==> src/sv/bb3_pkg.sv <==
// shared constants, codes and types for the 3x3 rgb box blur
`timescale 1ns / 1ps

package bb3_pkg;

  localparam int unsigned MaxWidth  = 1024;
  localparam int unsigned MaxHeight = 1024;

  localparam int unsigned DimW   = 11;
  localparam int unsigned AddrW  = $clog2(MaxWidth);
  localparam int unsigned ChanW  = 8;
  localparam int unsigned SumW   = 12;
  localparam int unsigned PaddrW = 3;
  localparam int unsigned DataW  = 32;

  localparam logic [DimW-1:0] WidthReset  = 11'd640;
  localparam logic [DimW-1:0] HeightReset = 11'd480;

  // floor(s / d) == (s * Recip) >> RecipShift for every s below 2^SumW
  localparam int unsigned RecipW     = 13;
  localparam int unsigned RecipShift = 15;
  localparam int unsigned ProdW      = SumW + RecipW;
  localparam logic [RecipW-1:0] Recip6 = 13'd5462;
  localparam logic [RecipW-1:0] Recip9 = 13'd3641;

  typedef enum logic {
    RegFrameWidth  = 1'b0,
    RegFrameHeight = 1'b1
  } reg_idx_e;

  typedef enum logic {
    OpPixel = 1'b0,
    OpDrain = 1'b1
  } op_e;

  typedef enum logic [1:0] {
    DivBy4 = 2'd0,
    DivBy6 = 2'd1,
    DivBy9 = 2'd2
  } div_e;

  // index 2 red, 1 green, 0 blue
  typedef logic [2:0][ChanW-1:0] pix_t;

  typedef struct packed {
    logic [DimW-1:0] width;
    logic [DimW-1:0] height;
  } dims_t;

  typedef struct packed {
    logic             re;
    logic [AddrW-1:0] addr;
  } mem_rd_t;

  typedef struct packed {
    logic             we;
    logic [AddrW-1:0] addr;
    pix_t             two_above;
    pix_t             above;
  } mem_wr_t;

  // word waiting for its line-store read data
  typedef struct packed {
    logic             valid;
    logic             emit;
    logic             col_lo;
    logic             col_hi;
    logic             row_lo;
    logic             row_hi;
    logic             last;
    pix_t             pix;
    logic [AddrW-1:0] idx;
  } item_t;

  // neighborhood sums waiting for the divide
  typedef struct packed {
    logic                 valid;
    logic                 last;
    div_e                 div;
    logic [2:0][SumW-1:0] sum;
  } sum_t;

endpackage

==> src/sv/bb3_cfg.sv <==
// apb register file for frame width and height, with range clamping
`timescale 1ns / 1ps

module bb3_cfg (
  input  logic                       clk_i,
  input  logic                       rst_ni,
  input  logic                       psel,
  input  logic                       penable,
  input  logic                       pwrite,
  input  logic [bb3_pkg::PaddrW-1:0] paddr,
  input  logic [bb3_pkg::DataW-1:0]  pwdata,
  output logic [bb3_pkg::DataW-1:0]  prdata,
  output logic                       pready,
  output bb3_pkg::dims_t             dims_o
);
  import bb3_pkg::*;

  logic [DimW-1:0] width_q, width_d;
  logic [DimW-1:0] height_q, height_d;
  logic            wr_en;
  reg_idx_e        sel;

  function automatic logic [DimW-1:0] clamp_dim(logic [DimW-1:0] v, int unsigned hi);
    logic [DimW-1:0] r;
    r = v;
    if (v < DimW'(2)) r = DimW'(2);
    else if (32'(v) > hi) r = DimW'(hi);
    return r;
  endfunction

  assign pready = 1'b1;
  assign wr_en  = psel && penable && pwrite;
  assign sel    = reg_idx_e'(paddr[2]);

  always_comb begin
    width_d  = width_q;
    height_d = height_q;
    if (wr_en) begin
      unique case (sel)
        RegFrameWidth:  width_d  = pwdata[DimW-1:0];
        RegFrameHeight: height_d = pwdata[DimW-1:0];
        default: ;
      endcase
    end
  end

  always_comb begin
    unique case (sel)
      RegFrameWidth:  prdata = DataW'(width_q);
      RegFrameHeight: prdata = DataW'(height_q);
      default:        prdata = '0;
    endcase
  end

  always_ff @(posedge clk_i or negedge rst_ni) begin
    if (!rst_ni) begin
      width_q  <= WidthReset;
      height_q <= HeightReset;
    end else begin
      width_q  <= width_d;
      height_q <= height_d;
    end
  end

  assign dims_o.width  = clamp_dim(width_q, MaxWidth);
  assign dims_o.height = clamp_dim(height_q, MaxHeight);

endmodule

==> config.mk <==
export PLATFORM = sky130hd
export DESIGN_NAME = bb3_cfg
export DESIGN_NICKNAME = d
export VERILOG_FILES = /design/src/sv/bb3_pkg.sv /design/src/sv/bb3_cfg.sv
export SDC_FILE = /design/constraint.sdc
export NUM_CORES = 1
export LEC_CHECK = 0
export ABC_CLOCK_PERIOD_IN_PS = 1630
export BUFFER_PORTS_ARGS = -buffer_cell sky130_fd_sc_hd__buf_2
export CORE_MARGIN = 4
export CORE_UTILIZATION = 45
export CTS_BUF_LIST = sky130_fd_sc_hd__clkbuf_16
export CTS_CLUSTER_DIAMETER = 30
export CTS_CLUSTER_SIZE = 24
export DETAILED_ROUTE_END_ITERATION = 8
export PLACE_DENSITY_LB_ADDON = 0.1
export RECOVER_POWER = 100
export SLEW_MARGIN = 20
export SYNTH_ARGS = -nofsm -noshare
export SYNTH_HDL_FRONTEND = slang
export SYNTH_SLANG_ARGS = --single-unit
==> constraint.sdc <==
create_clock -name clk_i -period 1.63 [get_ports clk_i]
set_input_delay 0.163 -clock clk_i [delete_from_list [all_inputs] [get_ports clk_i]]
set_output_delay 0.163 -clock clk_i [all_outputs]
set_load 0.02 [all_outputs]
==> metrics <==
total global routing overflow=0; largest clock skew in the final design=0 ps; violation count after the first detailed-routing iteration=19; worst setup slack before clock tree synthesis=174 ps; basic-gate share of the synthesized area counting and, or, nand and nor cells=13.2%; number of iterations in the first detailed-routing pass=4; Mapped Cells=119; total number of nets in the final design=212; area share of the largest cell type after synthesis=28.0%; die area=4140 um^2; number of failing hold endpoints at the final stage=0; transition time at the pin with the least slew margin=755 ps; complex-gate fraction of the synthesized area=1.75%; relative slew slack=49.7%; CTS tree=done; total count of max-transition violations in the final report=0; CTS buffer count=3; share of final-layout standard cells stronger than drive strength 1=33.3%; peak clock frequency supported by timing=626 MHz; FP Rows=20; proportion of synthesized chip area in sequential cells=39.0%; sinks on the clock net=22; flop and latch count out of synthesis=22; critical path required time=1470 ps; num ports=95; maximum buffer depth of the clock tree=2; detailed-route wire length=3250 um; clock transition at the registers of the reported paths=60 ps; effective utilization at floorplan=46.8%; area added between synthesis and finish=15.9%; antenna cell count=0; pin count of the biggest net entering global routing=23; power per cell area=1340 nW/um^2; Worst Path Arrival=1440 ps; maximum vdd drop=0.000499 V; stage delay of the slowest cell on the critical path=430 ps; post-synthesis cell type count=23; PnR worst setup slack=31.4 ps; Vias=969; count of nets left with antenna violations after detail routing=0; total placed cells including tap cells=206; Filler cells=316; mux cell area share after synthesis=30.4%; setup-violating endpoint count in the final report=0; slowest stage cell, crit path=dfrtp_2; gr usage total=15.8%; parity-gate share of the synthesized area counting xor and xnor cells=0%; adder and majority gate portion of the synthesized area=0%; unrepaired setup endpoints after global routing=true; max-cap viol count=0; Setup crit start kind=flop; ordered list of cells on the worst path=nor4_4 > nand2_1 > o211a_1 > buf_2; Yosys Warn Count=0; cell area after synthesis=1430 um^2; CTS Root Cell=clkbuf_16; number of input and output port buffers inserted=49; hold_ws=140 ps; post-route fraction of the period consumed by the critical path=98.1%; die height=64.4 um; run status=finished clean; time the final worst path needs with I/O delays and setup=1600 ps; DPL Wire Length=2360 um; post-detailed-route DRC marker count=0; dominant combinational cell family by area after synthesis=multiplexers; wire length of the first global-routing pass=5100 um; synthesized area per cell=12.0 um^2; Placer Congestion=0.774; Clk Latency, worst-skew pair=250 ps; type of the worst setup path=reg -> out; cell type contributing the most total cell area after synthesis=dfrtp_1; width of the die=64.4 um; deepest level of the CTS H-tree=1; number of antenna violations at the first check in global routing=0; crit path capture type=primary output; average wire per standard cell=15.1 um; Hold Crit Class=in -> reg; Static Leakage=0.754 nW; most area-consuming cells after synthesis=dfrtp_1, mux2_4, buf_4, dfstp_2, mux2_2; number of vias per cell after detailed routing=4.51; core area=3050 um^2; top fanout value on the critical path=3; Post-Layout Cell Count=215; via count of the first global-routing pass=1007
-- power by group --
group / internal (mW) / switching [mW] / total, mW
logic: 0.340 / 0.506 / 0.845
clock network: 0.327 / 0.185 / 0.512
registers: 0.696 / 0.165 / 0.861
-- worst paths after layout --
check,end,slack (ps),from,depth (start not counted)
max,dims_o[11],30,width_q[5]$_DFFE_PN0P_,4
min,width_q[4]$_DFFE_PN0P_,140,pwdata[4],2
max reg2reg,width_q[10]$_DFFE_PN0P_,560,width_q[10]$_DFFE_PN0P_,2
min reg2reg,height_q[0]$_DFFE_PN0P_,540,height_q[0]$_DFFE_PN0P_,1
max in group asynchronous,width_q[5]$_DFFE_PN0P_,800,rst_ni,2
min in group asynchronous,height_q[1]$_DFFE_PN0P_,430,rst_ni,2
-- cells by family (layout without fill, tap and decap cells) --
kind of cell | Yosys count | count (layout)
mux | 32 | 32
buf+inv | 31 | 63
simple gates | 28 | 28
flops | 22 | 22
compound gates | 4 | 4
other cells | 2 | 22
-- synthesized netlist by cell type --
master,count
and3b_1,1
nor3_1,1
conb_1,2
mux2_4,20
mux2_2,12
buf_4,22
nand4_2,1
nand4b_4,1
buf_6,2
inv_1,2
o21ai_0,1
nor2b_1,16
o211a_1,1
buf_2,1
dfrtp_1,16
buf_1,2
clkbuf_1,2
nand2_1,2
dfstp_2,6
nand3_1,1
nor4_1,3
a21oi_1,2
nor2_1,2
-- per-stage QoR --
step	setup TNS (ps)	power (mW)	utilization (%)	area [um^2]
2_1_floorplan	0	1.50	-	1510
3_3_place_gp	0	1.75	53.1	1620
3_5_place_dp	0	1.76	53.1	1620
4_1_cts	0	2.30	56.7	1730
5_1_grt	-28.6	2.35	54.3	1660
6_report	0	2.22	54.3	1660
-- timing repair --
item,4_1_cts,5_1_grt
endpoints found under the hold margin,16,0
hold buffers,1,0
setup buffers,0,4
pin swaps,0,4
setup endpoints to repair,2,3
resized for setup,3,7
-- cells in the final DEF, fill, tap and decap left out, drive strengths merged, types with 2 or more instances in the layout --
cell,n
clkbuf,36
mux2,32
buf,23
conb,22
nor2b,16
dfrtp,16
dfstp,6
nor4,3
inv,2
nor2,2
a21oi,2
nand2,2
-- critical path: cells and delay by family, from the launching register on --
kind	cells	cell delay, ps
AOI/OAI and AO/OA	1	220
DFF	1	430
buffers and inverters	1	160
and+or+nand+nor	2	390
-- routing by layer --
metal,track usage [%],routed length (um),up-vias
li1,-,-,464
met3,4.04,272,0
met5,0,0,-
met2,28.9,1670,43
met1,18.7,1300,462
met4,3.17,0,0
-- registers in the layout, indices dropped and copies added (netlist names) --
| register | flops |
|---|---|
| height_q | 11 |
| width_q | 11 |
-- cell type report --
class | count | area [um^2] | share of cell area, %
clock inverter | 1 | 3.75 | 0.226
timing repair buffer | 57 | 274 | 16.5
multi-input combinational | 86 | 681 | 41.1
tap | 44 | 55.1 | 3.32
sequential | 22 | 562 | 33.9
clock buffer | 3 | 75.1 | 4.53
inverter | 2 | 7.51 | 0.453
No activity file was read; power rests on OpenSTA's default activity.
