$ cat src/sv/bb3_pkg.sv
// shared constants, codes and types for the 3x3 rgb box blur
`timescale 1ns / 1ps

package bb3_pkg;

  localparam int unsigned MaxWidth  = 1024;
  localparam int unsigned MaxHeight = 1024;

  localparam int unsigned DimW   = 11;
  localparam int unsigned AddrW  = $clog2(MaxWidth);
  localparam int unsigned ChanW  = 8;
  localparam int unsigned SumW   = 12;
  localparam int unsigned PaddrW = 3;
  localparam int unsigned DataW  = 32;

  localparam logic [DimW-1:0] WidthReset  = 11'd640;
  localparam logic [DimW-1:0] HeightReset = 11'd480;

  // floor(s / d) == (s * Recip) >> RecipShift for every s below 2^SumW
  localparam int unsigned RecipW     = 13;
  localparam int unsigned RecipShift = 15;
  localparam int unsigned ProdW      = SumW + RecipW;
  localparam logic [RecipW-1:0] Recip6 = 13'd5462;
  localparam logic [RecipW-1:0] Recip9 = 13'd3641;

  typedef enum logic {
    RegFrameWidth  = 1'b0,
    RegFrameHeight = 1'b1
  } reg_idx_e;

  typedef enum logic {
    OpPixel = 1'b0,
    OpDrain = 1'b1
  } op_e;

  typedef enum logic [1:0] {
    DivBy4 = 2'd0,
    DivBy6 = 2'd1,
    DivBy9 = 2'd2
  } div_e;

  // index 2 red, 1 green, 0 blue
  typedef logic [2:0][ChanW-1:0] pix_t;

  typedef struct packed {
    logic [DimW-1:0] width;
    logic [DimW-1:0] height;
  } dims_t;

  typedef struct packed {
    logic             re;
    logic [AddrW-1:0] addr;
  } mem_rd_t;

  typedef struct packed {
    logic             we;
    logic [AddrW-1:0] addr;
    pix_t             two_above;
    pix_t             above;
  } mem_wr_t;

  // word waiting for its line-store read data
  typedef struct packed {
    logic             valid;
    logic             emit;
    logic             col_lo;
    logic             col_hi;
    logic             row_lo;
    logic             row_hi;
    logic             last;
    pix_t             pix;
    logic [AddrW-1:0] idx;
  } item_t;

  // neighborhood sums waiting for the divide
  typedef struct packed {
    logic                 valid;
    logic                 last;
    div_e                 div;
    logic [2:0][SumW-1:0] sum;
  } sum_t;

endpackage

$ cat src/sv/bb3_mean.sv
// reciprocal divide by 4, 6 or 9 into the output register
`timescale 1ns / 1ps

module bb3_mean (
  input  logic                      clk_i,
  input  logic                      rst_ni,
  input  bb3_pkg::sum_t             sum_i,
  input  logic                      out_ready_i,
  output logic                      d_ready_o,
  output logic                      out_valid_o,
  output logic [bb3_pkg::ChanW-1:0] out_red_o,
  output logic [bb3_pkg::ChanW-1:0] out_green_o,
  output logic [bb3_pkg::ChanW-1:0] out_blue_o,
  output logic                      frame_last_o
);
  import bb3_pkg::*;

  logic              out_valid_q;
  pix_t              mean_q, mean_d;
  logic              last_q;
  logic [ProdW-1:0]  prod [3];

  assign d_ready_o = !out_valid_q || out_ready_i;

  always_comb begin
    for (int ch = 0; ch < 3; ch++) begin
      prod[ch] = '0;
      unique case (sum_i.div)
        DivBy4: begin
          mean_d[ch] = sum_i.sum[ch][2 +: ChanW];
        end
        DivBy6: begin
          prod[ch]   = ProdW'(sum_i.sum[ch]) * ProdW'(Recip6);
          mean_d[ch] = prod[ch][RecipShift +: ChanW];
        end
        DivBy9: begin
          prod[ch]   = ProdW'(sum_i.sum[ch]) * ProdW'(Recip9);
          mean_d[ch] = prod[ch][RecipShift +: ChanW];
        end
        default: begin
          mean_d[ch] = '0;
        end
      endcase
    end
  end

  always_ff @(posedge clk_i or negedge rst_ni) begin
    if (!rst_ni) begin
      out_valid_q <= 1'b0;
      mean_q      <= '0;
      last_q      <= 1'b0;
    end else if (d_ready_o) begin
      out_valid_q <= sum_i.valid;
      if (sum_i.valid) begin
        mean_q <= mean_d;
        last_q <= sum_i.last;
      end
    end
  end

  assign out_valid_o  = out_valid_q;
  assign out_red_o    = mean_q[2];
  assign out_green_o  = mean_q[1];
  assign out_blue_o   = mean_q[0];
  assign frame_last_o = last_q;

endmodule

$ cat config.mk
export PLATFORM = sky130hd
export DESIGN_NAME = bb3_mean
export DESIGN_NICKNAME = d
export VERILOG_FILES = /design/src/sv/bb3_pkg.sv /design/src/sv/bb3_mean.sv
export SDC_FILE = /design/constraint.sdc
export NUM_CORES = 1
export LEC_CHECK = 0
export ABC_CLOCK_PERIOD_IN_PS = 1550
export CAP_MARGIN = 20
export CORE_UTILIZATION = 50
export DETAILED_ROUTE_END_ITERATION = 10
export DONT_BUFFER_PORTS = 1
export PLACE_DENSITY = 0.73
export SLEW_MARGIN = 20
export SYNTH_ARGS = -nofsm -noshare
export SYNTH_HDL_FRONTEND = slang
export SYNTH_SLANG_ARGS = --single-unit
$ cat constraint.sdc
create_clock -name clk_i -period 1.55 [get_ports clk_i]
set_input_delay 0.0775 -clock clk_i [delete_from_list [all_inputs] [get_ports clk_i]]
set_output_delay 0.0775 -clock clk_i [all_outputs]
set_load 0.05 [all_outputs]
==> impl_metrics.env <==
export IMPL_layout_min_cycle_time_ns=4.19
export IMPL_clkLatencyLatePin_ns=0.27
export IMPL_path_class="in -> reg"
export IMPL_worst_r2r_cell_count=7
export IMPL_hp_start="sum_i[6]"
export IMPL_p_total_mw=29.6
export IMPL_n_antenna_cell=0
export IMPL_dieArea_sq_mm=0.0288
export IMPL_final_hold_viol_count=0
export IMPL_path_clk_slew_ns=0.07
export IMPL_seqCellArea_sq_um=651
export IMPL_async_flop_share_pct=100
export IMPL_synth_seq_cells=26
export IMPL_crit_path_max_incr_delay_ns=0.56
export IMPL_finalWirelength_mm=35.1
export IMPL_grt_max_degree=27
export IMPL_hp_class="in -> reg"
export IMPL_startpoint="sum_i[20]"
export IMPL_clockBufferDepth=2
export IMPL_reg2reg_slack_ns=-0.24
export IMPL_skew_ns=0.00195
export IMPL_final_cells=2089
export IMPL_chipWidth_microns=170
export IMPL_grt_ovfl_total=0
export IMPL_cts_sinks=26
export IMPL_syn_nets=2093
export IMPL_yosysUniqueCellTypes=65
export IMPL_syn_area_sq_mm=0.0141
export IMPL_crit_path_top_delay_cell="fa_1"
export IMPL_crit_path_end="out_green_o[4]"
export IMPL_avgSynthCellArea_sq_um=9.87
export IMPL_fin_nets=2379
export IMPL_worst_path_buf_inv=6
export IMPL_dp_slack_ns=-2.96
export IMPL_ant_nets=0
export IMPL_cts_max_level=1
export IMPL_start_util_pct=50.8
export IMPL_cts_root_buf="clkbuf_16"
export IMPL_multiInputGateArea_sq_mm=0.0126
export IMPL_r2r_start="out_valid_o"
export IMPL_cts_buffers=3
export IMPL_cp_start_kind="input port"
export IMPL_worst_path_stages=20
export IMPL_firstDrtPassIters=5
export IMPL_ir_drop_uv=1240
export IMPL_numPortBuffers=0
export IMPL_io_pins=70
export IMPL_yosysWarnings=0
export IMPL_final_common_cell="ha_1"
export IMPL_ys_seq_area_share_pct=4.62
export IMPL_slew_headroom_pct=59.9
export IMPL_timing_fmax_ghz=0.239
export IMPL_routedWlPerCell_microns=16.8
export IMPL_grt_pass1_wl_mm=58.2
export IMPL_tightest_slew_ns=0.602
export IMPL_drc=0
export IMPL_timing_final_crit_share_pct=270
export IMPL_crit_path_cell_trace="inv_8 > fa_1 > inv_2 > ha_4 > inv_2 > fa_1 > inv_2 > fa_1 > inv_2 > fa_1 > inv_2 > ha_4 > nand3_2 > a31o_1 > a211oi_2 > a21oi_2 > nand2b_4 > nor2b_4 > xnor2_2 > a221o_1"
export IMPL_syn2layout_area_growth_pct=24.0
export IMPL_die_height_microns=170
export IMPL_p_per_area_mw_per_mm2=1690
export IMPL_cp_max_fo=8
export IMPL_place_hpwl_mm=30.7
export IMPL_outcome="finished, violations left"
export IMPL_cts_tree="done"
export IMPL_grt_usage_pct=25.5
export IMPL_ys_flop_type="dfrtp_1"
export IMPL_gp_congestion=0.895
export IMPL_required_ns=1.71
export IMPL_p_leak_nw=9.74
export IMPL_final_max_slew_viol_count=0
export IMPL_drv_cap=0
export IMPL_timing_rr_end="out_blue_o[6]"
export IMPL_cp_end_kind="flop"
export IMPL_via_per_inst=5.26
export IMPL_crit_family="adder cells"
export IMPL_first_iter_violations=372
export IMPL_synth_edf_count=0
export IMPL_postSynthCellCount=1426
export IMPL_core_area_sq_mm=0.0277
export IMPL_fin_area_sq_mm=0.0175
export IMPL_antenna_found_initial=0
export IMPL_vias=11000
export IMPL_nFillCells=2094
export IMPL_violations="setup timing"
export IMPL_rsz0062_at_grt="true"
export IMPL_setup_viol=24
export IMPL_dpl_cell_count=2067
export IMPL_fin_tns_setup_ns=-59.16
export IMPL_worstPathArrival_ns=4.35
export IMPL_worst_slack_ns=-2.64
export IMPL_drive_gt1_share_pct=23.8
export IMPL_rows=61
export IMPL_grt_pass1_vias=12000
export IMPL_dpl_cell_area_sq_mm=0.0168
export IMPL_mostFrequentLayoutCells="ha_1 (400), inv_1 (351), buf_4 (277), fa_1 (203), xnor2_1 (37)"
export IMPL_crit_path_frequent_cell="inv_2"
## Yosys cell counts, drive strengths merged, types with 5 or more instances
cell type	instances	area, sq um
dfrtp	26	651
nor3	10	50.1
ha	420	5260
nand2	30	113
nand4	9	62.6
a221oi	10	106
o21a	7	52.6
xor2	24	210
nand3	15	75.1
and3	10	62.6
inv	377	1420
clkbuf	8	30.0
a21oi	56	292
a21o	22	165
mux2i	8	80.1
nand2b	7	43.8
fa	204	4080
xnor2	42	368
a221o	5	50.1
o21ai	20	100
o211ai	10	80.1
nor2	31	116
nor2b	5	31.3
## power by group
part	leakage, nW	switching [mW]	internal [mW]
Clock	0.0511	0.256	0.515
Sequential	0.317	0.321	0.959
Combinational	9.37	14.3	13.3
## per-stage QoR
step / hold slack [ns] / utilization [%]
final: 0.00532 / 63.0
after global routing: 0.0311 / 63.0
after CTS: 0.00117 / 62.2
after detailed placement: -0.216 / 60.6
after global placement: -0.217 / 60.6
after floorplan: -0.218 / -
## kinds of logic after synthesis
| logic type | count (synthesis) | share of synthesized area, % |
|---|---|---|
| xor gates and xnor gates | 66 | 4.11 |
| and+or+nand+nor | 136 | 4.94 |
| DFF | 26 | 4.62 |
| muxes | 8 | 0.569 |
| buffers and inverters | 386 | 10.3 |
| AOI/OAI and AO/OA | 180 | 9.14 |
| adders and majority gates | 624 | 66.3 |
## worst register-to-register path, delay by kind of cell (launching register included)
kind / cells / cell delay, ns
AOI/OAI and AO/OA: 2 / 0.26
buffers and inverters: 2 / 0.41
DFF: 1 / 0.42
and+or+nand+nor: 3 / 0.66
## final cells by class
cell class	count	area share (%)
multi-input cells	1014	71.9
repair buffers	290	12.8
clock inverters	1	0.172
flip-flops and latches	26	3.73
inverters	377	8.29
well taps	378	2.71
clock buffers	3	0.430
## registers in the layout, summed over array words and instances (netlist names)
| register | flops |
|---|---|
| frame_last_o | 1 |
| out_valid_o | 1 |
| out_red_o | 8 |
| out_blue_o | 8 |
| out_green_o | 8 |
## how the worst min path moves through the flow
stage,end,cells past startpoint
floorplan,frame_last_o,0
global placement,frame_last_o,0
detailed placement,frame_last_o,0
CTS,out_blue_o[3],2
global route,out_blue_o[4],2
finish,out_blue_o[4],2
## repair_timing
action | CTS | global route
setup buffers | 7 | 5
hold buffers | 6 | 0
endpoints found under the setup margin | 24 | 24
resized for setup | 55 | 37
hold endpoints to repair | 30 | 0
cloned | 0 | 0
pin swaps | 64 | 39
## metal layers
metal	wire, microns	vias up	GRT usage, %
met5	0	-	0
met4	861	0	7.21
met3	1470	52	2.85
met2	17800	210	45.5
met1	14900	5451	32.5
li1	-	5265	-
Power figures use the tool's default switching activity.
