## config.mk

```make
export PLATFORM = sky130hd
export DESIGN_NAME = bb3_ctrl
export DESIGN_NICKNAME = d
export VERILOG_FILES = /design/src/sv/bb3_pkg.sv /design/src/sv/bb3_ctrl.sv
export SDC_FILE = /design/constraint.sdc
export NUM_CORES = 1
export LEC_CHECK = 0
export BUFFER_PORTS_ARGS = -buffer_cell sky130_fd_sc_hd__buf_2
export CORE_MARGIN = 4
export CORE_UTILIZATION = 43
export CTS_CLUSTER_DIAMETER = 200
export DETAILED_ROUTE_END_ITERATION = 10
export PLACE_DENSITY = 0.71
export SLEW_MARGIN = 20
export SYNTH_ARGS = -nofsm -noshare
export SYNTH_HDL_FRONTEND = slang
export SYNTH_SLANG_ARGS = --single-unit
```

## constraint.sdc

```tcl
create_clock -name clk_i -period 7 [get_ports clk_i]
set_input_delay 1.4 -clock clk_i [delete_from_list [all_inputs] [get_ports clk_i]]
set_output_delay 1.4 -clock clk_i [all_outputs]
set_load 0.02 [all_outputs]
```

## src/sv/bb3_pkg.sv

```systemverilog
// shared constants, codes and types for the 3x3 rgb box blur
`timescale 1ns / 1ps

package bb3_pkg;

  localparam int unsigned MaxWidth  = 1024;
  localparam int unsigned MaxHeight = 1024;

  localparam int unsigned DimW   = 11;
  localparam int unsigned AddrW  = $clog2(MaxWidth);
  localparam int unsigned ChanW  = 8;
  localparam int unsigned SumW   = 12;
  localparam int unsigned PaddrW = 3;
  localparam int unsigned DataW  = 32;

  localparam logic [DimW-1:0] WidthReset  = 11'd640;
  localparam logic [DimW-1:0] HeightReset = 11'd480;

  // floor(s / d) == (s * Recip) >> RecipShift for every s below 2^SumW
  localparam int unsigned RecipW     = 13;
  localparam int unsigned RecipShift = 15;
  localparam int unsigned ProdW      = SumW + RecipW;
  localparam logic [RecipW-1:0] Recip6 = 13'd5462;
  localparam logic [RecipW-1:0] Recip9 = 13'd3641;

  typedef enum logic {
    RegFrameWidth  = 1'b0,
    RegFrameHeight = 1'b1
  } reg_idx_e;

  typedef enum logic {
    OpPixel = 1'b0,
    OpDrain = 1'b1
  } op_e;

  typedef enum logic [1:0] {
    DivBy4 = 2'd0,
    DivBy6 = 2'd1,
    DivBy9 = 2'd2
  } div_e;

  // index 2 red, 1 green, 0 blue
  typedef logic [2:0][ChanW-1:0] pix_t;

  typedef struct packed {
    logic [DimW-1:0] width;
    logic [DimW-1:0] height;
  } dims_t;

  typedef struct packed {
    logic             re;
    logic [AddrW-1:0] addr;
  } mem_rd_t;

  typedef struct packed {
    logic             we;
    logic [AddrW-1:0] addr;
    pix_t             two_above;
    pix_t             above;
  } mem_wr_t;

  // word waiting for its line-store read data
  typedef struct packed {
    logic             valid;
    logic             emit;
    logic             col_lo;
    logic             col_hi;
    logic             row_lo;
    logic             row_hi;
    logic             last;
    pix_t             pix;
    logic [AddrW-1:0] idx;
  } item_t;

  // neighborhood sums waiting for the divide
  typedef struct packed {
    logic                 valid;
    logic                 last;
    div_e                 div;
    logic [2:0][SumW-1:0] sum;
  } sum_t;

endpackage

```

## src/sv/bb3_ctrl.sv

```systemverilog
// frame position counters, drain bookkeeping and line-store read issue
`timescale 1ns / 1ps

module bb3_ctrl (
  input  logic                      clk_i,
  input  logic                      rst_ni,
  input  logic                      in_valid_i,
  output logic                      in_ready_o,
  input  logic                      operation_i,
  input  logic [bb3_pkg::ChanW-1:0] in_red_i,
  input  logic [bb3_pkg::ChanW-1:0] in_green_i,
  input  logic [bb3_pkg::ChanW-1:0] in_blue_i,
  input  bb3_pkg::dims_t            dims_i,
  input  logic                      b_go_i,
  output bb3_pkg::item_t            item_o,
  output bb3_pkg::mem_rd_t          rd_o
);
  import bb3_pkg::*;

  logic [DimW-1:0] col_q, col_d;
  logic [DimW-1:0] row_q, row_d;
  logic [DimW-1:0] drain_q, drain_d;
  item_t           item_q;

  logic            accept, is_drain, ignored, active;
  logic [DimW:0]   col_inc, row_inc;
  logic            col_wrap, row_end, emit, last;
  logic [DimW-1:0] cr, cc;
  logic [AddrW-1:0] idx;
  logic [DimW-1:0] w, h;

  assign w = dims_i.width;
  assign h = dims_i.height;

  assign in_ready_o = !item_q.valid || b_go_i;
  assign accept     = in_valid_i && in_ready_o;
  assign is_drain   = (operation_i == OpDrain);
  // a drain with nothing owed, or a pixel while drains are owed, is dropped
  assign ignored    = is_drain ? (drain_q == '0) : (drain_q != '0);
  assign active     = accept && !ignored;

  assign col_inc  = {1'b0, col_q} + (DimW+1)'(1);
  assign row_inc  = {1'b0, row_q} + (DimW+1)'(1);
  assign col_wrap = col_inc >= {1'b0, w};
  assign row_end  = row_inc >= {1'b0, h};

  assign emit = (row_q >= DimW'(2)) || ((row_q == DimW'(1)) && (col_q != '0));

  // center of the result that this word completes
  always_comb begin
    if (col_q != '0) begin
      cr = row_q - DimW'(1);
      cc = col_q - DimW'(1);
    end else begin
      cr = row_q - DimW'(2);
      cc = w - DimW'(1);
    end
  end

  assign idx = (32'(col_q) < MaxWidth) ? col_q[AddrW-1:0] : AddrW'(MaxWidth - 1);

  always_comb begin
    col_d   = col_q;
    row_d   = row_q;
    drain_d = drain_q;
    last    = 1'b0;
    if (active) begin
      if (is_drain) begin
        drain_d = drain_q - DimW'(1);
        if (drain_q == DimW'(1)) begin
          last  = 1'b1;
          col_d = '0;
          row_d = '0;
        end else if (col_wrap) begin
          col_d = '0;
          row_d = row_q + DimW'(1);
        end else begin
          col_d = col_inc[DimW-1:0];
        end
      end else begin
        if (row_end && col_wrap) drain_d = w + DimW'(1);
        if (col_wrap) begin
          col_d = '0;
          row_d = row_q + DimW'(1);
        end else begin
          col_d = col_inc[DimW-1:0];
        end
      end
    end
  end

  always_ff @(posedge clk_i or negedge rst_ni) begin
    if (!rst_ni) begin
      col_q   <= '0;
      row_q   <= '0;
      drain_q <= '0;
      item_q  <= '0;
    end else begin
      col_q   <= col_d;
      row_q   <= row_d;
      drain_q <= drain_d;
      if (in_ready_o) item_q.valid <= active;
      if (active) begin
        item_q.emit   <= emit;
        item_q.col_lo <= (cc != '0);
        item_q.col_hi <= (({1'b0, cc} + (DimW+1)'(1)) < {1'b0, w});
        item_q.row_lo <= (cr != '0);
        item_q.row_hi <= (({1'b0, cr} + (DimW+1)'(1)) < {1'b0, h});
        item_q.last   <= last;
        item_q.pix    <= is_drain ? '0 : {in_red_i, in_green_i, in_blue_i};
        item_q.idx    <= idx;
      end
    end
  end

  assign item_o  = item_q;
  assign rd_o.re   = active;
  assign rd_o.addr = idx;

endmodule

```

==> results by group <==
Global routing
  – Initial antenna violation count: 0
  – Pin count of the biggest net entering global routing: between 70 and 80
  – Vias in the first global route: 5308
  – First-pass GRT wire length: between 20000 and 30000 um
  – GR Overflow Total: 0
  – Global Route Usage Sum: 20.90%

Layout
  – Nets: slightly above 900
  – Synth-to-layout area growth: 14.30%
  – Non-filler cells, final: just under 1000
  – Post-Layout Inst Area: around 0.0070 mm2
  – Antenna cells: 0
  – # fillers: 1337
  – Layout cells sized above 1: around a fifth

Placed design
  – GPL Wtd Cong: slightly below 1
  – HPWL Detailed: 12510 um
  – DP Area: 0.006731 mm2
  – Pre-CTS setup slack: between 0.8 and 0.9 ns
  – Port Buffer Count: 103
  – Placed instance count: ~980

Synthesis
  – Sequential share of the synthesized area: a little under a third
  – Top_reg_cell synth: dfrtp_1
  – Area of the mapped netlist: between 0.006 and 0.007 mm2
  – Synthesized net count: between 800 and 900
  – Async S/R FF share, synth: 100.0%
  – Yosys reg bits: between 70 and 80
  – Ys Warns: 0
  – Post-synth EDFFs: 0
  – Mapped Avg Cell Area: between 8 and 9 um2
  – Cells after Synth: ~740
  – Synth unique cells: 74

Routing
  – Avg WL per Cell: ~17 um
  – DRC viols: 0
  – Vias: about 5700
  – Initial DRC Count: between 600 and 700
  – Routed WL: around 17000 um
  – Detailed Routing Iterations Pass 1: 5
  – Routed Antenna Nets: 0
  – Vias per cell: 5.768

Hold path
  – Hold wc startpoint: item_o[12]$_DFFE_PN0P_
  – WHS Path Cells: 2
  – Hold/Removal Path Class: register to register

Floorplan
  – Core area: about 0.014 mm2
  – Die Wd: ~130 um
  – Initial Util: between 40 and 50%
  – Die ar.: roughly 0.016 mm2
  – Vert. Die Dim: 127.7 um
  – Rows: 43
  – Io pins: around 100

Critical path
  – R2R Setup Slk: 0.79 ns
  – CP Capture Type: register
  – Worst setup path category: register to register
  – Reg2Reg Depth: 20
  – Crit start category: register
  – Crit. Startpoint: col_q[0]$_DFFE_PN0P_
  – Worst EP required: around 7.3 ns
  – Critical R2R Launch: col_q[0]$_DFFE_PN0P_
  – CP arrival: about 6.5 ns
  – Max Fanout on Critical Path: 15

Status
  – Status: completed

STA
  – Worst Setup Slack, final: slightly below 0.8 ns
  – Slew @ Worst Pin: around 1 ns
  – Period utilisation layout: around 89%
  – Setup TNS: 0 ns
  – Slew HR: between 30% and 40%
  – Unrepaired setup endpoints after global routing: no
  – Clk_skew: between 0.006 and 0.007 ns
  – Fmax: around 160 MHz
  – Fin. max-slew vios: 0
  – Fin crit period: about 6.2 ns
  – Final count of hold timing violations: 0
  – Final hold slack: between 0.4 and 0.5 ns
  – # setup viols final: 0

Clocking
  – Root buf cell: clkbuf_16
  – CTS Hold Bufs: 0
  – CTS buffer count: 9
  – Post-CTS setup buffers: 0
  – CTS Sinks: 74
  – Max Root-Sink Buffers: 2
  – Clk slew on worst S/H paths: ~0.06 ns
  – H-tree depth: 3
  – CTS tree: yes
  – Worst-Skew Late Latency: 0.35 ns
  – CTS resizes: 0

Pwr
  – Cell Pwr Density: approximately 370 mW/mm2
  – Leakage: 3.389 nW
  – VDD IR-drop max: about 140 uV

Job
  – Max_cap viols: 0
## per-layer routing
metal  vias up  GRT usage (%)  wire, um  share of wire (%)
met4         0          5.868       230                1.4
met1      2690          30.01      7553                 45
met3        25          3.375      1154                6.8
met5         -              0         0                  0
li1       2784              -         -                  -
met2       217          32.73      7944                 47
## sequential cells by signal, summed over array words and instances, names as in the netlist
register and count:
drain_q 11, row_q 11, item_o 41, col_q 11
## metrics by stage
| step | utilization, % | power [mW] |
|---|---|---|
| after floorplan | - | 1.748 |
| final | 50.53 | 2.608 |
| after global routing | 50.53 | 2.833 |
| after global placement | 48.31 | 2.086 |
| after detailed placement | 48.31 | 2.111 |
| after CTS | 50.53 | 2.612 |
## logic make-up (layout without fill, tap and decap cells)
| kind of cell | after synthesis | in the layout | share of synthesized area [%] |
|---|---|---|---|
| xor+xnor | 61 | 61 | 8.672 |
| mux | 13 | 13 | 2.234 |
| buf+inv | 94 | 170 | 6.153 |
| flops | 74 | 74 | 30.06 |
| simple gates | 289 | 289 | 24.00 |
| fa+ha+maj | 58 | 58 | 11.78 |
| compound gates | 146 | 146 | 17.10 |
## cell usage after synthesis, types with 5 or more instances
cell,count,area share (%)
o21a_1,5,0.61
or4_1,9,1.1
nand2_1,95,5.8
nor2_1,45,2.7
a21oi_1,20,1.6
xor2_1,14,2.0
mux2i_1,7,1.1
nor3_1,17,1.4
a211oi_1,9,1.1
nor4_1,9,0.91
mux2_2,6,1.1
nand3_1,46,3.7
ha_1,58,12
clkbuf_1,37,2.3
o31ai_1,5,0.61
nand2b_1,5,0.51
or2_2,8,0.81
inv_1,45,2.7
a31oi_1,11,1.1
and3_1,8,0.81
nand4_1,14,1.4
or3_1,9,0.91
buf_2,6,0.49
dfrtp_1,74,30
xnor2_1,47,6.7
a22o_1,13,1.8
o22ai_1,5,0.51
o21ai_0,29,2.4
## report_power, final
group	total (mW)	internal, mW	switching [mW]
clock network	0.489	0.284	0.206
logic	1.48	0.603	0.880
registers	0.636	0.517	0.118
total	2.61	1.40	1.20
## path summary, 6_finish.rpt
check,to
max in group asynchronous,col_q[6]$_DFFE_PN0P_
hold / removal,item_o[12]$_DFFE_PN0P_
min in group asynchronous,item_o[19]$_DFFE_PN0P_
setup reg to reg,item_o[37]$_DFFE_PN0P_
setup / recovery,item_o[37]$_DFFE_PN0P_
hold reg to reg,item_o[12]$_DFFE_PN0P_
## placed cells by master, fill, tap and decap left out, types with 8 or more instances in the layout
master and count:
dfrtp_1 74, a31oi_1 11, buf_2 102, nor3_1 17
o21ai_0 29, a211oi_1 9, nand4_1 14, clkbuf_16 9
nand3_1 46, xnor2_1 47, nor4_1 9, nand2_1 95
or4_1 9, ha_1 58, a22o_1 13, or3_1 9
a21oi_1 20, inv_1 45, xor2_1 14, and3_1 8
nor2_1 45, or2_2 8
## critical path: stages (launching register included)
cell and delay [ns]:
dfrtp_1 0.46, inv_1 0.19, ha_1 0.25, or4b_1 0.63
nor3_4 0.20, buf_4 0.25, mux2i_1 0.44, ha_1 0.30
or3b_2 0.50, or3_1 0.38, o311a_1 0.31, a211o_1 0.35
nor4b_2 0.21, xor2_1 0.19, ha_1 0.31, and4_1 0.19
a211oi_1 0.24, a21oi_1 0.09, a2111oi_0 0.35, o31a_1 0.20
a22o_1 0.11
## final cells by class
type | count | area, um2 | area share (%)
Tap cell | 180 | 225.2 | 3.198
Multi-Input combinational cell | 567 | 3930 | 55.81
Clock inverter | 7 | 85.08 | 1.208
Sequential cell | 74 | 1852 | 26.30
Inverter | 47 | 176.4 | 2.505
Clock buffer | 9 | 225.2 | 3.198
Timing Repair Buffer | 107 | 548.0 | 7.783
No activity file was read; power rests on OpenSTA's default activity.
