## src/sv/bb3_pkg.sv

```systemverilog
// shared constants, codes and types for the 3x3 rgb box blur
`timescale 1ns / 1ps

package bb3_pkg;

  localparam int unsigned MaxWidth  = 1024;
  localparam int unsigned MaxHeight = 1024;

  localparam int unsigned DimW   = 11;
  localparam int unsigned AddrW  = $clog2(MaxWidth);
  localparam int unsigned ChanW  = 8;
  localparam int unsigned SumW   = 12;
  localparam int unsigned PaddrW = 3;
  localparam int unsigned DataW  = 32;

  localparam logic [DimW-1:0] WidthReset  = 11'd640;
  localparam logic [DimW-1:0] HeightReset = 11'd480;

  // floor(s / d) == (s * Recip) >> RecipShift for every s below 2^SumW
  localparam int unsigned RecipW     = 13;
  localparam int unsigned RecipShift = 15;
  localparam int unsigned ProdW      = SumW + RecipW;
  localparam logic [RecipW-1:0] Recip6 = 13'd5462;
  localparam logic [RecipW-1:0] Recip9 = 13'd3641;

  typedef enum logic {
    RegFrameWidth  = 1'b0,
    RegFrameHeight = 1'b1
  } reg_idx_e;

  typedef enum logic {
    OpPixel = 1'b0,
    OpDrain = 1'b1
  } op_e;

  typedef enum logic [1:0] {
    DivBy4 = 2'd0,
    DivBy6 = 2'd1,
    DivBy9 = 2'd2
  } div_e;

  // index 2 red, 1 green, 0 blue
  typedef logic [2:0][ChanW-1:0] pix_t;

  typedef struct packed {
    logic [DimW-1:0] width;
    logic [DimW-1:0] height;
  } dims_t;

  typedef struct packed {
    logic             re;
    logic [AddrW-1:0] addr;
  } mem_rd_t;

  typedef struct packed {
    logic             we;
    logic [AddrW-1:0] addr;
    pix_t             two_above;
    pix_t             above;
  } mem_wr_t;

  // word waiting for its line-store read data
  typedef struct packed {
    logic             valid;
    logic             emit;
    logic             col_lo;
    logic             col_hi;
    logic             row_lo;
    logic             row_hi;
    logic             last;
    pix_t             pix;
    logic [AddrW-1:0] idx;
  } item_t;

  // neighborhood sums waiting for the divide
  typedef struct packed {
    logic                 valid;
    logic                 last;
    div_e                 div;
    logic [2:0][SumW-1:0] sum;
  } sum_t;

endpackage

```

## src/sv/bb3_window.sv

```systemverilog
// 3x3 window, line-store write back and masked neighborhood sums
`timescale 1ns / 1ps

module bb3_window (
  input  logic             clk_i,
  input  logic             rst_ni,
  input  bb3_pkg::item_t   item_i,
  input  bb3_pkg::pix_t    two_above_i,
  input  bb3_pkg::pix_t    above_i,
  input  logic             d_ready_i,
  output logic             b_go_o,
  output bb3_pkg::mem_wr_t wr_o,
  output bb3_pkg::sum_t    sum_o
);
  import bb3_pkg::*;

  // window indexed [column][row], column 2 newest, row 2 current line
  pix_t [2:0][2:0]      win_q, win_d;
  sum_t                 sum_q;
  logic                 c_ready, load;
  logic [2:0]           col_en, row_en;
  logic [2:0][SumW-1:0] sum;
  logic                 nc3, nr3;
  div_e                 div;

  assign c_ready = !sum_q.valid || d_ready_i;
  assign b_go_o  = item_i.valid && (!item_i.emit || c_ready);
  assign load    = b_go_o && item_i.emit;

  assign wr_o.we        = b_go_o;
  assign wr_o.addr      = item_i.idx;
  assign wr_o.two_above = above_i;
  assign wr_o.above     = item_i.pix;

  always_comb begin
    win_d[0]    = win_q[1];
    win_d[1]    = win_q[2];
    win_d[2][0] = two_above_i;
    win_d[2][1] = above_i;
    win_d[2][2] = item_i.pix;
  end

  assign col_en = {item_i.col_hi, 1'b1, item_i.col_lo};
  assign row_en = {item_i.row_hi, 1'b1, item_i.row_lo};

  always_comb begin
    sum = '0;
    for (int k = 0; k < 3; k++) begin
      for (int m = 0; m < 3; m++) begin
        if (col_en[k] && row_en[m]) begin
          for (int ch = 0; ch < 3; ch++) begin
            sum[ch] = sum[ch] + SumW'(win_d[k][m][ch]);
          end
        end
      end
    end
  end

  assign nc3 = item_i.col_lo && item_i.col_hi;
  assign nr3 = item_i.row_lo && item_i.row_hi;
  assign div = (nc3 && nr3) ? DivBy9 : ((nc3 || nr3) ? DivBy6 : DivBy4);

  always_ff @(posedge clk_i or negedge rst_ni) begin
    if (!rst_ni) begin
      win_q <= '0;
      sum_q <= '0;
    end else begin
      if (b_go_o) win_q <= win_d;
      if (c_ready) sum_q.valid <= load;
      if (load) begin
        sum_q.last <= item_i.last;
        sum_q.div  <= div;
        sum_q.sum  <= sum;
      end
    end
  end

  assign sum_o = sum_q;

endmodule

```

## config.mk

```make
export PLATFORM = sky130hd
export DESIGN_NAME = bb3_window
export DESIGN_NICKNAME = d
export VERILOG_FILES = /design/src/sv/bb3_pkg.sv /design/src/sv/bb3_window.sv
export SDC_FILE = /design/constraint.sdc
export NUM_CORES = 1
export LEC_CHECK = 0
export ABC_AREA = 1
export BUFFER_PORTS_ARGS = -buffer_cell sky130_fd_sc_hd__buf_2
export CAP_MARGIN = 5
export CORE_UTILIZATION = 50
export DETAILED_ROUTE_END_ITERATION = 8
export PLACE_DENSITY = 0.71
export RECOVER_POWER = 100
export SYNTH_ARGS = -nofsm -noshare
export SYNTH_HDL_FRONTEND = slang
export SYNTH_SLANG_ARGS = --single-unit
```

## constraint.sdc

```tcl
create_clock -name clk_i -period 21.2 [get_ports clk_i]
set_input_delay 5.3 -clock clk_i [delete_from_list [all_inputs] [get_ports clk_i]]
set_output_delay 5.3 -clock clk_i [all_outputs]
set_load 0.005 [all_outputs]
```

==> run summary, run 1 <==
CTS Buf Count - 17
dpl cell area - 18810 µm²
Tot GR Track Use - 0.2825
post-route ant nets - 0
required time of the critical path - 21.55 ns
crit end category - flip-flop
# resized after CTS - 0
routed vias/inst - 5.427
Clock Skew - 0.009911 ns
root buf cell - clkbuf_16
critical-path maximum fanout - 35
number of max-cap violations - 9
final number of hold-violating endpoints - 0
Area contributors post-synth - dfrtp_1 (26%), nand2_1 (16%), ha_1 (13%)
CTS Hold Buffers Added - 0
initial antenna violation count - 1
period utilization - 0.7698
Pre-Repair DR Iteration Count - 7
fillers - 3400
status - finished, violations left
top-area cell type share of the netlist area - 0.2559
TritonCTS clock tree - built
htree depth - 4
sw power - 0.001036 W
vias in the first global route - 15964
wire per inst - 16.05 µm
Die Wd - 191.7 µm
layout cell share with drive strength beyond 1 - 0.09017
# IOs - 192
Netlist Area Pre-Place - 17990 µm²
P_leak - 10.23 nW
R2R depth - 41
via count - 17254
distinct cell type count after synthesis - 49
Post-Synthesis Cells - 2632
DR iter-0 viols - 1511
YS warnings - 0
sequential power share - 0.213
Initial Util - 0.5071
Crit path depth - 55
clock power share - 0.159
CTS Sinks - 184
CP most frequent cell - nand2_1
Int Pwr - 0.001122 W
clk buf depth - 2
count leader, synth - nand2_1
# rows - 69
critical path startpoint category - primary input
Sequential Area - 4604 µm²
critical path arrival - 16.67 ns
CP top delay family - simple AND/OR/NAND/NOR gates
die area - 36750 µm²
hold path cells - 2
setup tns final - 0 ns
drc violations - 2
WS Path Type - in -> reg
core area - 35480 µm²
Slew @ Worst Pin - 4.464 ns
clk slew on worst S/H paths - 0.08 ns
power per standard cell area - 112.0 nW/µm²
max-slew violations - 556
largest net degree at the start of global routing - 107
combinational group share of total power - 0.627
synthesized area per cell - 6.836 µm²
Buf/Inv on CP - 8
worst ir drop on vdd - 0.00006616 V
P&R area growth vs syn - 7.002%
Switching Fraction - 0.4801
Synth area leader - dfrtp_1
violated checks - design-rule violations, max-capacitance violations, max-slew violations
final net count - 3011
total wire length - 51040 µm
slowest CP cell - clkbuf_1
Max transition margin - -1.976
min-delay worst type - reg -> reg
gpl congestion - 0.9143
grt total ovfl - 0
Util after Layout - 0.5426
Final setup viols - 0
Hold Slack - 0.4788 ns
final non-filler cell area - 19250 µm²
Clock Latency Late Sink - 0.46 ns
Post-synth top cells - nand2_1 (762), inv_1 (318), o21ai_0 (269), ha_1 (191), dfrtp_1 (184)
RSZ-0062 raised after global routing - no
Multi-input gate area - 11360 µm²
DIE HEIGHT - 191.7 µm
register bit total from synthesis - 184
Max stage delay on crit path - 1.43 ns
register area share after synthesis - 0.2559
total power - 0.002157 W
asr flop ratio synth - 1.000
first-pass GRT wire length - 81610 µm
hpwl dp - 38780 µm
setup bufs post-CTS - 0
minimum clock period - 16.32 ns
FMAX - 0.06128 GHz
Mapped Nets - 2939
Most used DFF post-synth - dfrtp_1
PortBufs - 171
EDFF count, synth - 0
[tightest hold or removal path, cell delays in order (launching register included)]
cell and delay (ns):
dfrtp_1 0.34, nand2_1 0.05, nand2_1 0.06
[power by group through the flow]
stage,sequential (W),combinational (W),clock (W)
floorplan,0.000454,0.00105,0
global placement,0.000463,0.00129,0
detailed placement,0.000464,0.00133,0
CTS,0.000458,0.00135,0.000350
global route,0.000467,0.00155,0.000361
finish,0.000460,0.00135,0.000344
[placed cells by master (no fill, tap or decap), types with 15 or more instances in the layout]
cell / instances
nand2_1: 763
inv_1: 317
o21ai_0: 272
ha_1: 191
dfrtp_1: 184
a21oi_1: 182
nor2_1: 138
nand3_1: 120
buf_2: 93
clkbuf_1: 85
xor2_1: 50
nand2_2: 43
xnor2_1: 27
fa_1: 24
nand4_1: 22
nand3_2: 19
o21a_1: 18
clkbuf_16: 17
or2_2: 15
[stage by stage]
step | setup slack (ns) | std cells
finish | 4.881 | 3179
global route | 3.864 | 3179
CTS | 6.815 | 3178
detailed placement | 6.386 | 3146
global placement | 6.710 | 3146
floorplan | 7.962 | 2632
[routing by layer]
layer / vias up / track usage / routed length, µm
met5: - / 0 / 0
met1: 8011 / 0.4163 / 24680
met2: 546 / 0.4265 / 21770
met4: 0 / 0.07967 / 1067
met3: 70 / 0.03983 / 3513
li1: 8627 / - / -
[cells by family (layout without fill, tap and decap cells)]
group	Yosys count	count (layout)	share of synthesized area
simple gates	1164	1164	0.2806
compound gates	526	526	0.1551
buf+inv	466	551	0.1114
fa+ha+maj	215	215	0.1595
flops	184	184	0.2559
xor+xnor	77	77	0.03748
other cells	0	1	0
[cell type report]
type                            count  share of cell area
Clock buffer                       21             0.02443
Inverter                          332             0.06486
Antenna cell                        1           0.0001300
Clock inverter                     11            0.007083
Timing Repair Buffer              187             0.04445
Multi-Input combinational cell   1982              0.5899
Sequential cell                   184              0.2391
Tap cell                          461             0.02996
[flip-flops by register name, summed over array words and instances (netlist names)]
| name | count |
|---|---|
| win_d | 144 |
| sum_o | 40 |
[final timing paths]
| kind | start | endpoint | slack [ns] |
|---|---|---|---|
| max | item_i[38] | sum_o[11] | 4.88 |
| min | sum_o[34] | sum_o[34] | 0.48 |
| max reg2reg | win_d[16] | sum_o[35] | 12.15 |
| min reg2reg | sum_o[34] | sum_o[34] | 0.48 |
| max in group asynchronous | rst_ni | sum_o[17] | 10.59 |
| min in group asynchronous | rst_ni | win_d[31] | 5.91 |
(Power assumes the default switching activity.)
==> inputs of run 2 (changes only) <==
Settings changed: ABC_AREA 1 to 0, PLACE_DENSITY 0.71 to 0.73.
Clock period 21.2 ns to 14.5 ns, I/O delays scaled along.
==> run 2 against run 1 <==
The flow still finishes with violations (design-rule violations, max-capacitance violations, max-slew violations). Die area grew 1.1%. Flip-flop and latch count is the same. Sequential share of layout area shrank 0.27 points. Hold slack lost 0.0020 ns. Highest routed layer unchanged. Synthesized cell count shrank 21%. Clock power grew 42%. Non-clock buffer count shrank 4. Register-to-register slack lost 6.8 ns. First-iteration DRC count shrank 20%. Total power grew 110%. Largest power group unchanged. Critical path depth shrank 7.
==> run summary, run 2 <==
Post-synth top cells - ha_1 (191), dfrtp_1 (184), a21oi_1 (165), nand2_1 (156), nor2_1 (149)
die area - 37150 µm²
P&R area growth vs syn - 7.029%
CTS Hold Buffers Added - 0
critical path arrival - 13.36 ns
Area contributors post-synth - dfrtp_1 (25%), ha_1 (13%), mux2_2 (9.1%)
Netlist Area Pre-Place - 18190 µm²
EDFF count, synth - 0
critical path startpoint category - primary input
CTS Buf Count - 17
distinct cell type count after synthesis - 93
Die Wd - 192.7 µm
min-delay worst type - reg -> reg
vias in the first global route - 14696
Largest register FFs - 144
Switching Fraction - 0.4814
fillers - 3220
sequential power share - 0.157
YS warnings - 0
CP top delay family - adder cells
Tot GR Track Use - 0.2647
DIE HEIGHT - 192.7 µm
CTS Sinks - 184
clock power share - 0.109
slowest CP cell - clkbuf_1
Max stage delay on crit path - 0.77 ns
register bit total from synthesis - 184
Clock Skew - 0.01593 ns
RSZ-0062 raised after global routing - no
root buf cell - clkbuf_16
TritonCTS clock tree - built
clk slew on worst S/H paths - 0.07 ns
first-pass GRT wire length - 76730 µm
asr flop ratio synth - 1.000
minimum clock period - 13.11 ns
Post-Synthesis Cells - 2074
crit end category - flip-flop
required time of the critical path - 14.76 ns
violated checks - design-rule violations, max-capacitance violations, max-slew violations
wire per inst - 18.57 µm
hpwl dp - 37600 µm
routed vias/inst - 5.953
clk buf depth - 2
Slew @ Worst Pin - 6.401 ns
R2R Setup Slk - 5.35 ns
synthesized area per cell - 8.771 µm²
largest net degree at the start of global routing - 114
post-route ant nets - 0
Int Pwr - 0.002316 W
drc violations - 6
register area share after synthesis - 0.2531
FMAX - 0.07630 GHz
# rows - 69
via count - 15598
count leader, synth - ha_1
Util after Layout - 0.5461
Synth area leader - dfrtp_1
period utilization - 0.9039
Mapped Nets - 2381
gpl congestion - 0.9051
Initial Util - 0.5102
core area - 35660 µm²
Buf/Inv on CP - 9
status - finished, violations left
PortBufs - 171
total wire length - 48650 µm
# IOs - 192
layout cell share with drive strength beyond 1 - 0.1432
most common cell after layout, fill and taps aside - ha_1
top-area cell type share of the netlist area - 0.2531
WS Path Type - in -> reg
final number of hold-violating endpoints - 0
Final setup viols - 0
# resized after CTS - 0
final net count - 2453
Pre-Repair DR Iteration Count - 7
max-slew violations - 417
htree depth - 4
P_leak - 9.076 nW
critical-path maximum fanout - 26
worst ir drop on vdd - 0.0001623 V
Max transition margin - -3.268
DR iter-0 viols - 1207
combinational group share of total power - 0.733
power per standard cell area - 229.4 nW/µm²
number of max-cap violations - 6
grt total ovfl - 0
setup bufs post-CTS - 0
Clock Latency Late Sink - 0.45 ns
setup tns final - 0 ns
initial antenna violation count - 2
most frequent cells in the layout - ha_1 (191), dfrtp_1 (184), a21oi_1 (165), nand2_1 (156), nor2_1 (149)
Most used DFF post-synth - dfrtp_1
sw power - 0.002150 W
==> run 2: path summary, 6_finish.rpt <==
path	start	endpoint	cells after the start
max	item_i[36]	sum_o[22]	48
max in group asynchronous	rst_ni	win_d[132]	2
min	sum_o[21]	sum_o[21]	2
min in group asynchronous	rst_ni	win_d[77]	1
max reg2reg	win_d[8]	sum_o[22]	47
min reg2reg	sum_o[21]	sum_o[21]	2
==> run 2: routing by layer <==
layer  global-route usage  part of all wire  routed length (µm)
met5                    0                 0                   0
met4              0.07965             0.021                1031
met3              0.04546             0.068                3304
met2               0.3874              0.43               20690
met1               0.3932              0.49               23630
==> run 2: area by class of cell <==
cell class                      instances  area (µm²)  share of cell area
Timing Repair Buffer                  183       834.6             0.04286
Inverter                              131       491.7             0.02526
Multi-Input combinational cell       1629       12370              0.6354
Sequential cell                       184        4604              0.2365
Antenna cell                            1       2.502           0.0001285
Clock inverter                         10       118.9            0.006105
Clock buffer                           21       470.5             0.02416
Tap cell                              461       576.8             0.02963
==> run 2: worst min-delay path, delay by kind of cell (launching register included) <==
family / cells / cell delay, ns
flops: 1 / 0.34
compound gates: 1 / 0.06
simple gates: 1 / 0.04
==> run 2: cells by family (layout without fill, tap and decap cells) <==
| group | Yosys count | after routing | synth area share |
|---|---|---|---|
| compound gates | 580 | 580 | 0.2058 |
| xor+xnor | 149 | 149 | 0.07552 |
| fa+ha+maj | 219 | 219 | 0.1601 |
| buf+inv | 261 | 345 | 0.06685 |
| flops | 184 | 184 | 0.2531 |
| mux | 176 | 176 | 0.1072 |
| other cells | 0 | 1 | 0 |
| simple gates | 505 | 505 | 0.1314 |
==> run 2: through the flow <==
step                power [W]  instance area [µm²]  hold WS (ns)  setup slack (ns)  instances
floorplan            0.003287                18190        0.4726             2.325       2074
global placement     0.003795                19020        0.4576             1.828       2588
detailed placement   0.003916                19020        0.4666             1.411       2588
CTS                  0.004429                19610        0.4828             1.871       2619
global route         0.004884                19470        0.5106            0.6856       2620
finish               0.004467                19470        0.4768             1.393       2620
==> run 2: power groups by stage <==
stage	clock, W	sequential, W	combinational (W)
6_report	0.000489	0.000703	0.00328
5_1_grt	0.000512	0.000715	0.00366
4_1_cts	0.000494	0.000699	0.00324
3_5_place_dp	0	0.000707	0.00321
3_3_place_gp	0	0.000705	0.00309
2_1_floorplan	0	0.000682	0.00261
==> inputs of run 3 (changes only) <==
Settings changed: PLACE_DENSITY 0.73 to 0.72.
==> run 3 against run 2 <==
The flow still finishes with violations (design-rule violations, max-capacitance violations, max-slew violations). Non-clock buffer count fell by 1. Critical endpoint is now sum_o[34]. Critical path type unchanged. Final area barely moved. Largest cell class unchanged. Hold slack improved by 0.0016 ns.
==> run summary, run 3 (synthesis gave the netlist of run 2 again) <==
FMAX - 0.07777 GHz
routed vias/inst - 5.945
min-delay src - sum_o[17]
PortBufs - 171
setup tns final - 0 ns
root buf cell - clkbuf_16
most common cell after layout, fill and taps aside - ha_1
Slew @ Worst Pin - 8.499 ns
period utilization - 0.8867
core area - 35660 µm²
# IOs - 192
total wire length - 49550 µm
drc violations - 4
power per standard cell area - 230.1 nW/µm²
htree depth - 4
Max transition margin - -4.666
critical path startpoint category - primary input
P&R area growth vs syn - 7.002%
clk slew on worst S/H paths - 0.07 ns
critical path arrival - 13.24 ns
dpl cell area - 19020 µm²
Buf/Inv on CP - 5
Largest register FFs - 144
status - finished, violations left
total power - 0.004480 W
DIE HEIGHT - 192.7 µm
# resized after CTS - 0
min-delay worst type - reg -> reg
die area - 37150 µm²
# rows - 69
Tot GR Track Use - 0.2764
grt total ovfl - 0
Die Wd - 192.7 µm
Initial Util - 0.5102
setup bufs post-CTS - 0
CP top delay family - compound AO/OA/AOI/OAI gates
layout cell share with drive strength beyond 1 - 0.1460
RR Endpoint - sum_o[37]
critical-path maximum fanout - 36
violated checks - design-rule violations, max-capacitance violations, max-slew violations
worst ir drop on vdd - 0.0001609 V
Final setup viols - 0
CTS Sinks - 184
WS Path Type - in -> reg
crit end category - flip-flop
TritonCTS clock tree - built
R2R Path Start - sum_o[39]
CTS Hold Buffers Added - 0
CP most frequent cell - ha_1
vias in the first global route - 14823
hold path cells - 2
slowest CP cell - buf_2
gpl congestion - 0.9119
minimum clock period - 12.86 ns
first-pass GRT wire length - 79930 µm
max-slew violations - 414
RSZ-0062 raised after global routing - no
hpwl dp - 38470 µm
placed insts - 2587
Clock Skew - 0.009387 ns
largest net degree at the start of global routing - 159
via count - 15577
hold endpoint - sum_o[17]
Clock Latency Late Sink - 0.46 ns
most frequent cells in the layout - ha_1 (191), dfrtp_1 (184), a21oi_1 (165), nand2_1 (156), nor2_1 (149)
final setup margin - 1.642 ns
P_leak - 9.080 nW
final number of hold-violating endpoints - 0
wire per inst - 18.91 µm
DR iter-0 viols - 1204
R2R depth - 5
Setup WS pre-CTS - 1.489 ns
Finished Layout Cells - 2620
final non-filler cell area - 19460 µm²
final net count - 2452
required time of the critical path - 14.88 ns
R2R Setup Slk - 5.33 ns
Pre-Repair DR Iteration Count - 7
clk buf depth - 2
initial antenna violation count - 1
number of max-cap violations - 4
post-route ant nets - 0
CTS Buf Count - 17
Max stage delay on crit path - 0.51 ns
## run 3: cell types whose count changed in the layout (fill, tap and decap cells not counted), sizes merged
cell / delta
buf: +3
inv: +6
bufinv: -1
clkbuf: -8
## run 3: area by class of cell
| type | count | area (µm²) |
|---|---|---|
| multi-input combinational | 1629 | 12370 |
| fill | 3234 | 16190 |
| tap | 461 | 576.8 |
| clock buffer | 17 | 425.4 |
| antenna | 1 | 2.502 |
| clock inverter | 15 | 156.4 |
| inverter | 131 | 491.7 |
| timing repair buffer | 182 | 837.1 |
| sequential | 184 | 4604 |
## run 3: where the power goes
part	switching [W]	internal [W]	total, W
logic	0.00185	0.00144	0.00329
clock network	0.000237	0.000244	0.000481
registers	0.0000876	0.000619	0.000706
total	0.00218	0.00230	0.00448
## run 3: worst max path at each step
| stage | end | from | depth (start not counted) |
|---|---|---|---|
| CTS | sum_o[34] | item_i[36] | 46 |
| detailed placement | sum_o[34] | item_i[36] | 46 |
| global route | sum_o[34] | item_i[36] | 46 |
| finish | sum_o[34] | item_i[36] | 46 |
| floorplan | sum_o[34] | item_i[36] | 48 |
| global placement | sum_o[22] | item_i[38] | 48 |
## run 3: worst register-to-register path, stage by stage, from the launching register on
cell and delay, ns:
dfrtp_1 0.37, nor2b_1 0.13, a21boi_0 1.06, clkbuf_1 5.98
and2_0 1.11, mux2_2 0.41
## run 3: per-stage QoR
| step | hold slack (ns) | utilization |
|---|---|---|
| final | 0.4784 | 0.5459 |
| after global routing | 0.5166 | 0.5459 |
| after CTS | 0.4839 | 0.5497 |
| after detailed placement | 0.4646 | 0.5334 |
| after global placement | 0.4605 | 0.5334 |
| after floorplan | 0.4726 | - |
## run 3: routing by layer
metal  part of all wire  GRT usage  vias up
met5                  0          0        -
met4              0.015    0.06875        0
met3              0.063    0.03746       50
met2               0.43     0.4107      476
met1               0.49     0.4171     7561
li1                   -          -     7490
